==> src/sv/tle_pkg.sv <==
package tle_pkg;

    localparam logic [7:0] CH_BS       = 8'h08;
    localparam logic [7:0] CH_LF       = 8'h0A;
    localparam logic [7:0] CH_CR       = 8'h0D;
    localparam logic [7:0] CH_ESC      = 8'h1B;
    localparam logic [7:0] CH_SP       = 8'h20;
    localparam logic [7:0] CH_DEL      = 8'h7F;
    localparam logic [7:0] CH_LBRACKET = 8'h5B;
    localparam logic [7:0] CH_UPPER_A  = 8'h41;
    localparam logic [7:0] CH_UPPER_D  = 8'h44;
    localparam logic [7:0] CH_NUL      = 8'h00;

    localparam logic [7:0] CAPACITY_RESET = 8'd64;
    localparam logic [7:0] LENGTH_MAX     = 8'hFF;

    typedef enum logic [1:0] {
        ESC_IDLE,
        ESC_SEEN,
        ESC_BRACKET
    } esc_phase_t;

    typedef enum logic [1:0] {
        KIND_CHAR,
        KIND_BS,
        KIND_LF
    } burst_kind_t;

    typedef enum logic [1:0] {
        STEP_FIRST,
        STEP_SECOND,
        STEP_THIRD
    } burst_step_t;

    // One edited input byte, as handed from the editor to the echo sequencer.
    typedef struct packed {
        burst_kind_t kind;
        logic [7:0]  ch;
        logic        store;
        logic [7:0]  index;
        logic        too_long;
    } burst_t;

endpackage

==> src/sv/tle_editor.sv <==
module tle_editor
    import tle_pkg::*;
(
    input  logic       clk,
    input  logic       rst_n,
    input  logic [7:0] rx_byte,
    input  logic       in_fire,
    input  logic [7:0] line_capacity,
    output logic       has_result,
    output burst_t     desc
);

    esc_phase_t phase_reg, phase_next;
    logic [7:0] length_reg, length_next;
    logic [7:0] ch;
    logic       swallowed;

    always_comb
    begin
        ch = rx_byte;
        if (ch == CH_DEL)
        begin
            ch = CH_BS;
        end
        else if (ch == CH_CR)
        begin
            ch = CH_LF;
        end

        phase_next = phase_reg;
        swallowed  = 1'b0;
        if (ch == CH_ESC)
        begin
            phase_next = ESC_SEEN;
            swallowed  = 1'b1;
        end
        else
        begin
            case (phase_reg)
                ESC_IDLE:
                begin
                    phase_next = ESC_IDLE;
                end
                ESC_SEEN:
                begin
                    if (ch == CH_LBRACKET)
                    begin
                        phase_next = ESC_BRACKET;
                        swallowed  = 1'b1;
                    end
                    else
                    begin
                        phase_next = ESC_IDLE;
                    end
                end
                ESC_BRACKET:
                begin
                    // Cursor keys end the sequence silently; anything else is typed.
                    phase_next = ESC_IDLE;
                    swallowed  = (ch >= CH_UPPER_A) && (ch <= CH_UPPER_D);
                end
                default:
                begin
                    phase_next = ESC_IDLE;
                end
            endcase
        end

        length_next   = length_reg;
        has_result    = 1'b0;
        desc.kind     = KIND_CHAR;
        desc.ch       = ch;
        desc.store    = 1'b0;
        desc.index    = 8'd0;
        desc.too_long = 1'b0;

        if (!swallowed)
        begin
            if (ch == CH_LF)
            begin
                has_result    = 1'b1;
                desc.kind     = KIND_LF;
                desc.store    = length_reg < line_capacity;
                desc.index    = desc.store ? length_reg : 8'd0;
                desc.too_long = !desc.store;
                length_next   = 8'd0;
            end
            else if (ch == CH_BS)
            begin
                if (length_reg != 8'd0)
                begin
                    has_result  = 1'b1;
                    desc.kind   = KIND_BS;
                    length_next = length_reg - 8'd1;
                end
            end
            else
            begin
                has_result  = 1'b1;
                desc.kind   = KIND_CHAR;
                desc.store  = ({1'b0, length_reg} + 9'd1) < {1'b0, line_capacity};
                desc.index  = desc.store ? length_reg : 8'd0;
                length_next = (length_reg == LENGTH_MAX) ? length_reg : length_reg + 8'd1;
            end
        end
    end

    always_ff @(posedge clk or negedge rst_n)
    begin
        if (!rst_n)
        begin
            phase_reg  <= ESC_IDLE;
            length_reg <= 8'd0;
        end
        else if (in_fire)
        begin
            phase_reg  <= phase_next;
            length_reg <= length_next;
        end
    end

endmodule

==> src/sv/tle_sequencer.sv <==
module tle_sequencer
    import tle_pkg::*;
(
    input  logic       clk,
    input  logic       rst_n,
    input  logic       push,
    input  burst_t     push_desc,
    output logic       push_ready,
    output logic       out_valid,
    input  logic       out_ready,
    output logic       echo_valid,
    output logic [7:0] echo_byte,
    output logic       store_valid,
    output logic [7:0] store_index,
    output logic [7:0] store_byte,
    output logic       line_done,
    output logic       line_too_long,
    output logic       last
);

    burst_t      pend_reg, cur_reg;
    logic        pend_valid_reg, pend_valid_next;
    logic        cur_valid_reg, cur_valid_next;
    burst_step_t step_reg, step_next;
    logic        step_last;
    logic        cur_free;
    logic        pop;

    always_comb
    begin
        case (cur_reg.kind)
            KIND_CHAR: step_last = 1'b1;
            KIND_BS:   step_last = (step_reg == STEP_THIRD);
            KIND_LF:   step_last = (step_reg == STEP_SECOND);
            default:   step_last = 1'b1;
        endcase
    end

    // The current burst frees up in the same cycle its final transfer completes.
    assign cur_free   = !cur_valid_reg || (out_ready && step_last);
    assign pop        = pend_valid_reg && cur_free;
    assign push_ready = !pend_valid_reg || cur_free;

    always_comb
    begin
        pend_valid_next = pend_valid_reg;
        if (push)
        begin
            pend_valid_next = 1'b1;
        end
        else if (pop)
        begin
            pend_valid_next = 1'b0;
        end

        cur_valid_next = cur_valid_reg;
        step_next      = step_reg;
        if (cur_free)
        begin
            cur_valid_next = pend_valid_reg;
            step_next      = STEP_FIRST;
        end
        else if (out_ready)
        begin
            case (step_reg)
                STEP_FIRST:  step_next = STEP_SECOND;
                STEP_SECOND: step_next = STEP_THIRD;
                default:     step_next = STEP_THIRD;
            endcase
        end
    end

    always_ff @(posedge clk or negedge rst_n)
    begin
        if (!rst_n)
        begin
            pend_valid_reg <= 1'b0;
            cur_valid_reg  <= 1'b0;
            step_reg       <= STEP_FIRST;
        end
        else
        begin
            pend_valid_reg <= pend_valid_next;
            cur_valid_reg  <= cur_valid_next;
            step_reg       <= step_next;
        end
    end

    always_ff @(posedge clk)
    begin
        if (push)
        begin
            pend_reg <= push_desc;
        end
        if (pop)
        begin
            cur_reg <= pend_reg;
        end
    end

    always_comb
    begin
        out_valid     = cur_valid_reg;
        echo_valid    = 1'b1;
        echo_byte     = cur_reg.ch;
        store_valid   = 1'b0;
        store_index   = 8'd0;
        store_byte    = CH_NUL;
        line_done     = 1'b0;
        line_too_long = 1'b0;
        last          = step_last;
        case (cur_reg.kind)
            KIND_CHAR:
            begin
                echo_byte   = cur_reg.ch;
                store_valid = cur_reg.store;
                store_index = cur_reg.index;
                store_byte  = cur_reg.store ? cur_reg.ch : CH_NUL;
            end
            KIND_BS:
            begin
                echo_byte = (step_reg == STEP_SECOND) ? CH_SP : CH_BS;
            end
            KIND_LF:
            begin
                if (step_reg == STEP_FIRST)
                begin
                    echo_byte     = CH_LF;
                    store_valid   = cur_reg.store;
                    store_index   = cur_reg.index;
                    line_done     = 1'b1;
                    line_too_long = cur_reg.too_long;
                end
                else
                begin
                    echo_byte = CH_CR;
                end
            end
            default:
            begin
                echo_byte = cur_reg.ch;
            end
        endcase
    end

endmodule

==> src/sv/terminal_line_editor.sv <==
// Terminal line editor: cooked-mode editing of bytes received from a serial link.
// The input channel (in_valid, in_ready, rx_byte) takes one received byte per transfer.
// DEL is treated as backspace and CR as LF; ESC [ A..D cursor sequences are dropped.
// Each byte yields zero to three results on the output channel (out_valid, out_ready):
// an echo byte, an optional write into the external line store, and line status.
// The flag last marks the final result caused by one input byte.
// The configuration channel (cfg_valid, cfg_ready, cfg_data) writes line_capacity,
// the store size including the terminator; write it only while the block is idle.
// The byte passes through the pending and then the current burst register before its
// first result is shown on the output.
// A byte with no result never reaches the output; results leave one per cycle while
// the receiver holds out_ready high, so the output port sets the rate.
// A pending-burst register sits between the editor and the output sequencer, so a new
// byte is taken while the previous burst still waits on a stalled receiver.
// When the receiver stalls, the current result holds and input stops once both
// the pending and the current burst registers are full.
// Reset clears the line length, the escape tracking and both buffers, and sets
// line_capacity to 64.
module terminal_line_editor
    import tle_pkg::*;
(
    input  logic       clk,
    input  logic       rst_n,
    input  logic       in_valid,
    output logic       in_ready,
    input  logic [7:0] rx_byte,
    output logic       out_valid,
    input  logic       out_ready,
    output logic       echo_valid,
    output logic [7:0] echo_byte,
    output logic       store_valid,
    output logic [7:0] store_index,
    output logic [7:0] store_byte,
    output logic       line_done,
    output logic       line_too_long,
    output logic       last,
    input  logic       cfg_valid,
    output logic       cfg_ready,
    input  logic [7:0] cfg_data
);

    logic [7:0] line_capacity_reg;
    logic       in_fire;
    logic       has_result;
    burst_t     desc;

    assign cfg_ready = 1'b1;
    assign in_fire   = in_valid && in_ready;

    always_ff @(posedge clk or negedge rst_n)
    begin
        if (!rst_n)
        begin
            line_capacity_reg <= CAPACITY_RESET;
        end
        else if (cfg_valid && cfg_ready)
        begin
            line_capacity_reg <= cfg_data;
        end
    end

    tle_editor u_editor (
        .clk           (clk),
        .rst_n         (rst_n),
        .rx_byte       (rx_byte),
        .in_fire       (in_fire),
        .line_capacity (line_capacity_reg),
        .has_result    (has_result),
        .desc          (desc)
    );

    tle_sequencer u_sequencer (
        .clk           (clk),
        .rst_n         (rst_n),
        .push          (in_fire && has_result),
        .push_desc     (desc),
        .push_ready    (in_ready),
        .out_valid     (out_valid),
        .out_ready     (out_ready),
        .echo_valid    (echo_valid),
        .echo_byte     (echo_byte),
        .store_valid   (store_valid),
        .store_index   (store_index),
        .store_byte    (store_byte),
        .line_done     (line_done),
        .line_too_long (line_too_long),
        .last          (last)
    );

    // An overflowed line never writes its terminator.
    assert property (@(posedge clk) disable iff (!rst_n)
        (out_valid && line_too_long) |-> (line_done && !store_valid))
        else $error("too-long line also wrote the store");

    // The end-of-line result is the LF echo and is always followed by CR.
    assert property (@(posedge clk) disable iff (!rst_n)
        (out_valid && line_done) |-> (echo_byte == CH_LF && !last))
        else $error("line end result is malformed");

    // A burst is never cut short: after a non-final transfer another result follows.
    assert property (@(posedge clk) disable iff (!rst_n)
        (out_valid && out_ready && !last) |=> out_valid)
        else $error("result burst broken off before its last transfer");

endmodule
==> config.mk <==
export PLATFORM = sky130hd
export DESIGN_NAME = terminal_line_editor
export DESIGN_NICKNAME = d
export VERILOG_FILES = /design/src/sv/tle_pkg.sv /design/src/sv/tle_editor.sv /design/src/sv/tle_sequencer.sv /design/src/sv/terminal_line_editor.sv
export SDC_FILE = /design/constraint.sdc
export NUM_CORES = 1
export LEC_CHECK = 0
export BUFFER_PORTS_ARGS = -buffer_cell sky130_fd_sc_hd__buf_2
export CORE_AREA = 3 3 84 86
export DETAILED_ROUTE_END_ITERATION = 8
export DIE_AREA = 0 0 87 89
export PLACE_DENSITY_LB_ADDON = 0.1
export SETUP_SLACK_MARGIN = 0.1
export SLEW_MARGIN = 20
export SYNTH_ARGS = -nofsm -noshare
export SYNTH_HDL_FRONTEND = slang
export SYNTH_HIERARCHICAL = 1
export SYNTH_SLANG_ARGS = --single-unit
==> constraint.sdc <==
create_clock -name clk -period 3.3 [get_ports clk]
set_input_delay 0.66 -clock clk [delete_from_list [all_inputs] [get_ports clk]]
set_output_delay 0.66 -clock clk [all_outputs]
set_load 0.005 [all_outputs]
==> results.yml <==
sta:
  setup_viol: 0
  max_slew_margin_pct: 44.0
  finalSetupTns_ns: 0
  slew_violations: 0
  fmax_ghz: 0.342
  tightestPinTransition_ns: 0.841
  skew_ns: 0.0114
  rsz0062_at_grt: "false"
  timing.final.crit_period_ns: 2.92
  hold_viol: 0
  fin_crit_sh_pct: 88.6
  setup_slack_ns: 0.376
setup_path:
  crit_arrival_ns: 3.13
  path_class: "reg -> reg"
  cp.required_ns: 3.51
  critPathLaunchType: "flop"
  endpoint_kind: "flop"
  critPathMaxFanout: 8
drt:
  wl_met1_mm: 2.96
  first_pass_iters: 4
  drtIter0Drc: 87
  drcViolationCount: 0
  totalWireLength_mm: 6.67
  met2_length_mm: 3.23
  top_layer: "met4"
  detail-route-antenna-nets: 0
  wl_met3_um: 334
  detail_route.wl_per_cell_um: 14.4
  vias: 2530
  vias_per_cell: 5.45
pwr:
  p_per_area_nw_per_um2: 758
  ir_drop_uv: 501
  p_leak_nw: 1.90
  finalPower_mw: 3.17
layout:
  drive_above_1_share_pct: 24.5
  layout_common_cells: "50 x buf_2, 40 x edfxtp_1, 28 x ha_1"
  nNetsFinal: 432
  final_common_cell: "buf_2"
  n_antenna_cell: 0
  design_area_sq_um: 4190
  area_growth_pct: 15.1
  fin_cells: 464
clock_network:
  numCtsBuffers: 9
  cts_max_level: 3
  cts_hold_buf: 0
  clk_path_buf_depth: 2
  post_cts_buffers: 0
  clkSinkCount: 62
  post_cts_resize_count: 0
  cts-root-buf: "clkbuf_8"
  cts_tree: "yes"
  clk_latency_ns: 0.35
  clk_pin_slew_ns: 0.08
floorplan:
  initial_core_util_pct: 57.3
  die_area_sq_um: 7740
  fp.dieH_um: 89
  die_width_um: 87
  top_level_ports: 53
  num_rows: 29
  core_sq_um: 6350
yosys:
  yosysSeqAreaShare_pct: 48.2
  syn_area_per_cell_sq_um: 11.2
  ys.flop_type: "edfxtp_1"
  syn_area_sq_um: 3640
  synth_edf_count: 40
  synthTopCellsByArea: "edfxtp_1 33%, dfrtp_1 14%, ha_1 9.6%"
  ys_types: 63
  yosysTopAreaCellShare_pct: 33.0
  syn-instance-count: 325
  synth_warnings: 6
  postSynthNetCount: 375
  synth_top_area_cell: "edfxtp_1"
  ys_seq_elements: 62
  asyncSetResetFlopFracSynth_pct: 35.5
placement:
  gp_congestion: 0.864
  dp.cells: 448
  dpl_cell_area_sq_um: 3970
  pre_cts_slack_ns: 0.0635
  portBuffers: 50
  hpwl_mm: 5.04
grt:
  globalRouteOverflowTotal: 0
  grt_pass1_wl_mm: 11.0
  grt_pass1_vias: 2415
  grt_start_max_net_pins: 23
  antenna_found_initial: 0
  grt_usage_pct: 18.8
outcome:
  outcome: "finished clean"
min_path:
  hp-class: "in -> async"
job:
  cap_violations: 0
-- worst paths after layout --
kind,from,to,slack [ns],cells after the start
worst max-delay path,u_editor/length_reg[1],u_sequencer/pend_reg[5],0.38,11
worst min-delay path,rst_n,u_editor/length_reg[5],0.27,1
worst max register to register,u_editor/length_reg[1],u_sequencer/pend_reg[5],0.38,11
worst min register to register,u_sequencer/pend_reg[19],u_sequencer/cur_reg[19],0.42,0
max in group asynchronous,rst_n,line_capacity_reg[6],2.66,1
min in group clk,u_sequencer/pend_reg[19],u_sequencer/cur_reg[19],0.42,0
-- per-layer routing --
layer  vias up  global-route usage (%)
li1       1283                       -
met1      1166                    22.3
met2        64                    32.1
met3        17                    3.59
met4         0                    11.0
met5         -                       0
-- cell usage after synthesis, drive strengths merged (3+ instances only) --
cell / number
inv: 27
edfxtp: 40
and2: 11
nand4: 3
buf: 6
nor2b: 11
o211ai: 3
xor2: 7
dfrtp: 21
nand2: 19
a21o: 5
and3: 10
o21ai: 10
nor2: 12
o31ai: 6
nand2b: 5
clkbuf: 5
mux2: 9
nand3: 11
xnor2: 5
a21oi: 17
nor3: 9
o21bai: 5
ha: 28
-- critical path, stage by stage (launching register included) --
cell     delay [ns]
dfrtp_1        0.53
ha_1           0.28
nand2_1        0.09
nor2_1         0.13
xor2_1         0.16
ha_1           0.25
a21o_1         0.19
a21oi_1        0.13
nand2_1        0.06
a211o_1        0.29
o21ai_1        0.45
and2_1         0.21
-- power by group --
group | total, mW | internal (mW) | switching, mW | leakage, nW
combinational | 1.14 | 0.507 | 0.629 | 1.14
sequential | 1.30 | 1.14 | 0.160 | 0.650
clock | 0.740 | 0.427 | 0.313 | 0.106
total | 3.17 | 2.07 | 1.10 | 1.90
-- area by class of cell --
type	instances	area, sq um
Multi-Input combinational cell	225	1710
Timing Repair Buffer	57	303
Fill cell	490	2160
Sequential cell	62	1750
Clock inverter	7	97.6
Clock buffer	9	124
Inverter	27	101
Tap cell	77	96.3
-- stage by stage --
stage               hold WS, ns  util [%]
floorplan                 0.364         -
global placement          0.403      62.4
detailed placement        0.405      62.4
CTS                       0.276      65.9
global route              0.289      65.9
finish                    0.269      65.9
-- cells by family (layout without fill, tap and decap cells) --
group / count (synthesis) / in the layout / share of synthesized area (%)
xor+xnor: 12 / 12 / 2.89
buf+inv: 38 / 100 / 4.78
flops: 62 / 62 / 48.2
other cells: 2 / 2 / 0.206
compound gates: 63 / 63 / 12.8
mux: 9 / 9 / 3.61
simple gates: 110 / 110 / 17.4
fa+ha+maj: 29 / 29 / 10.2
Note: power is estimated with default switching activity, not from simulation.
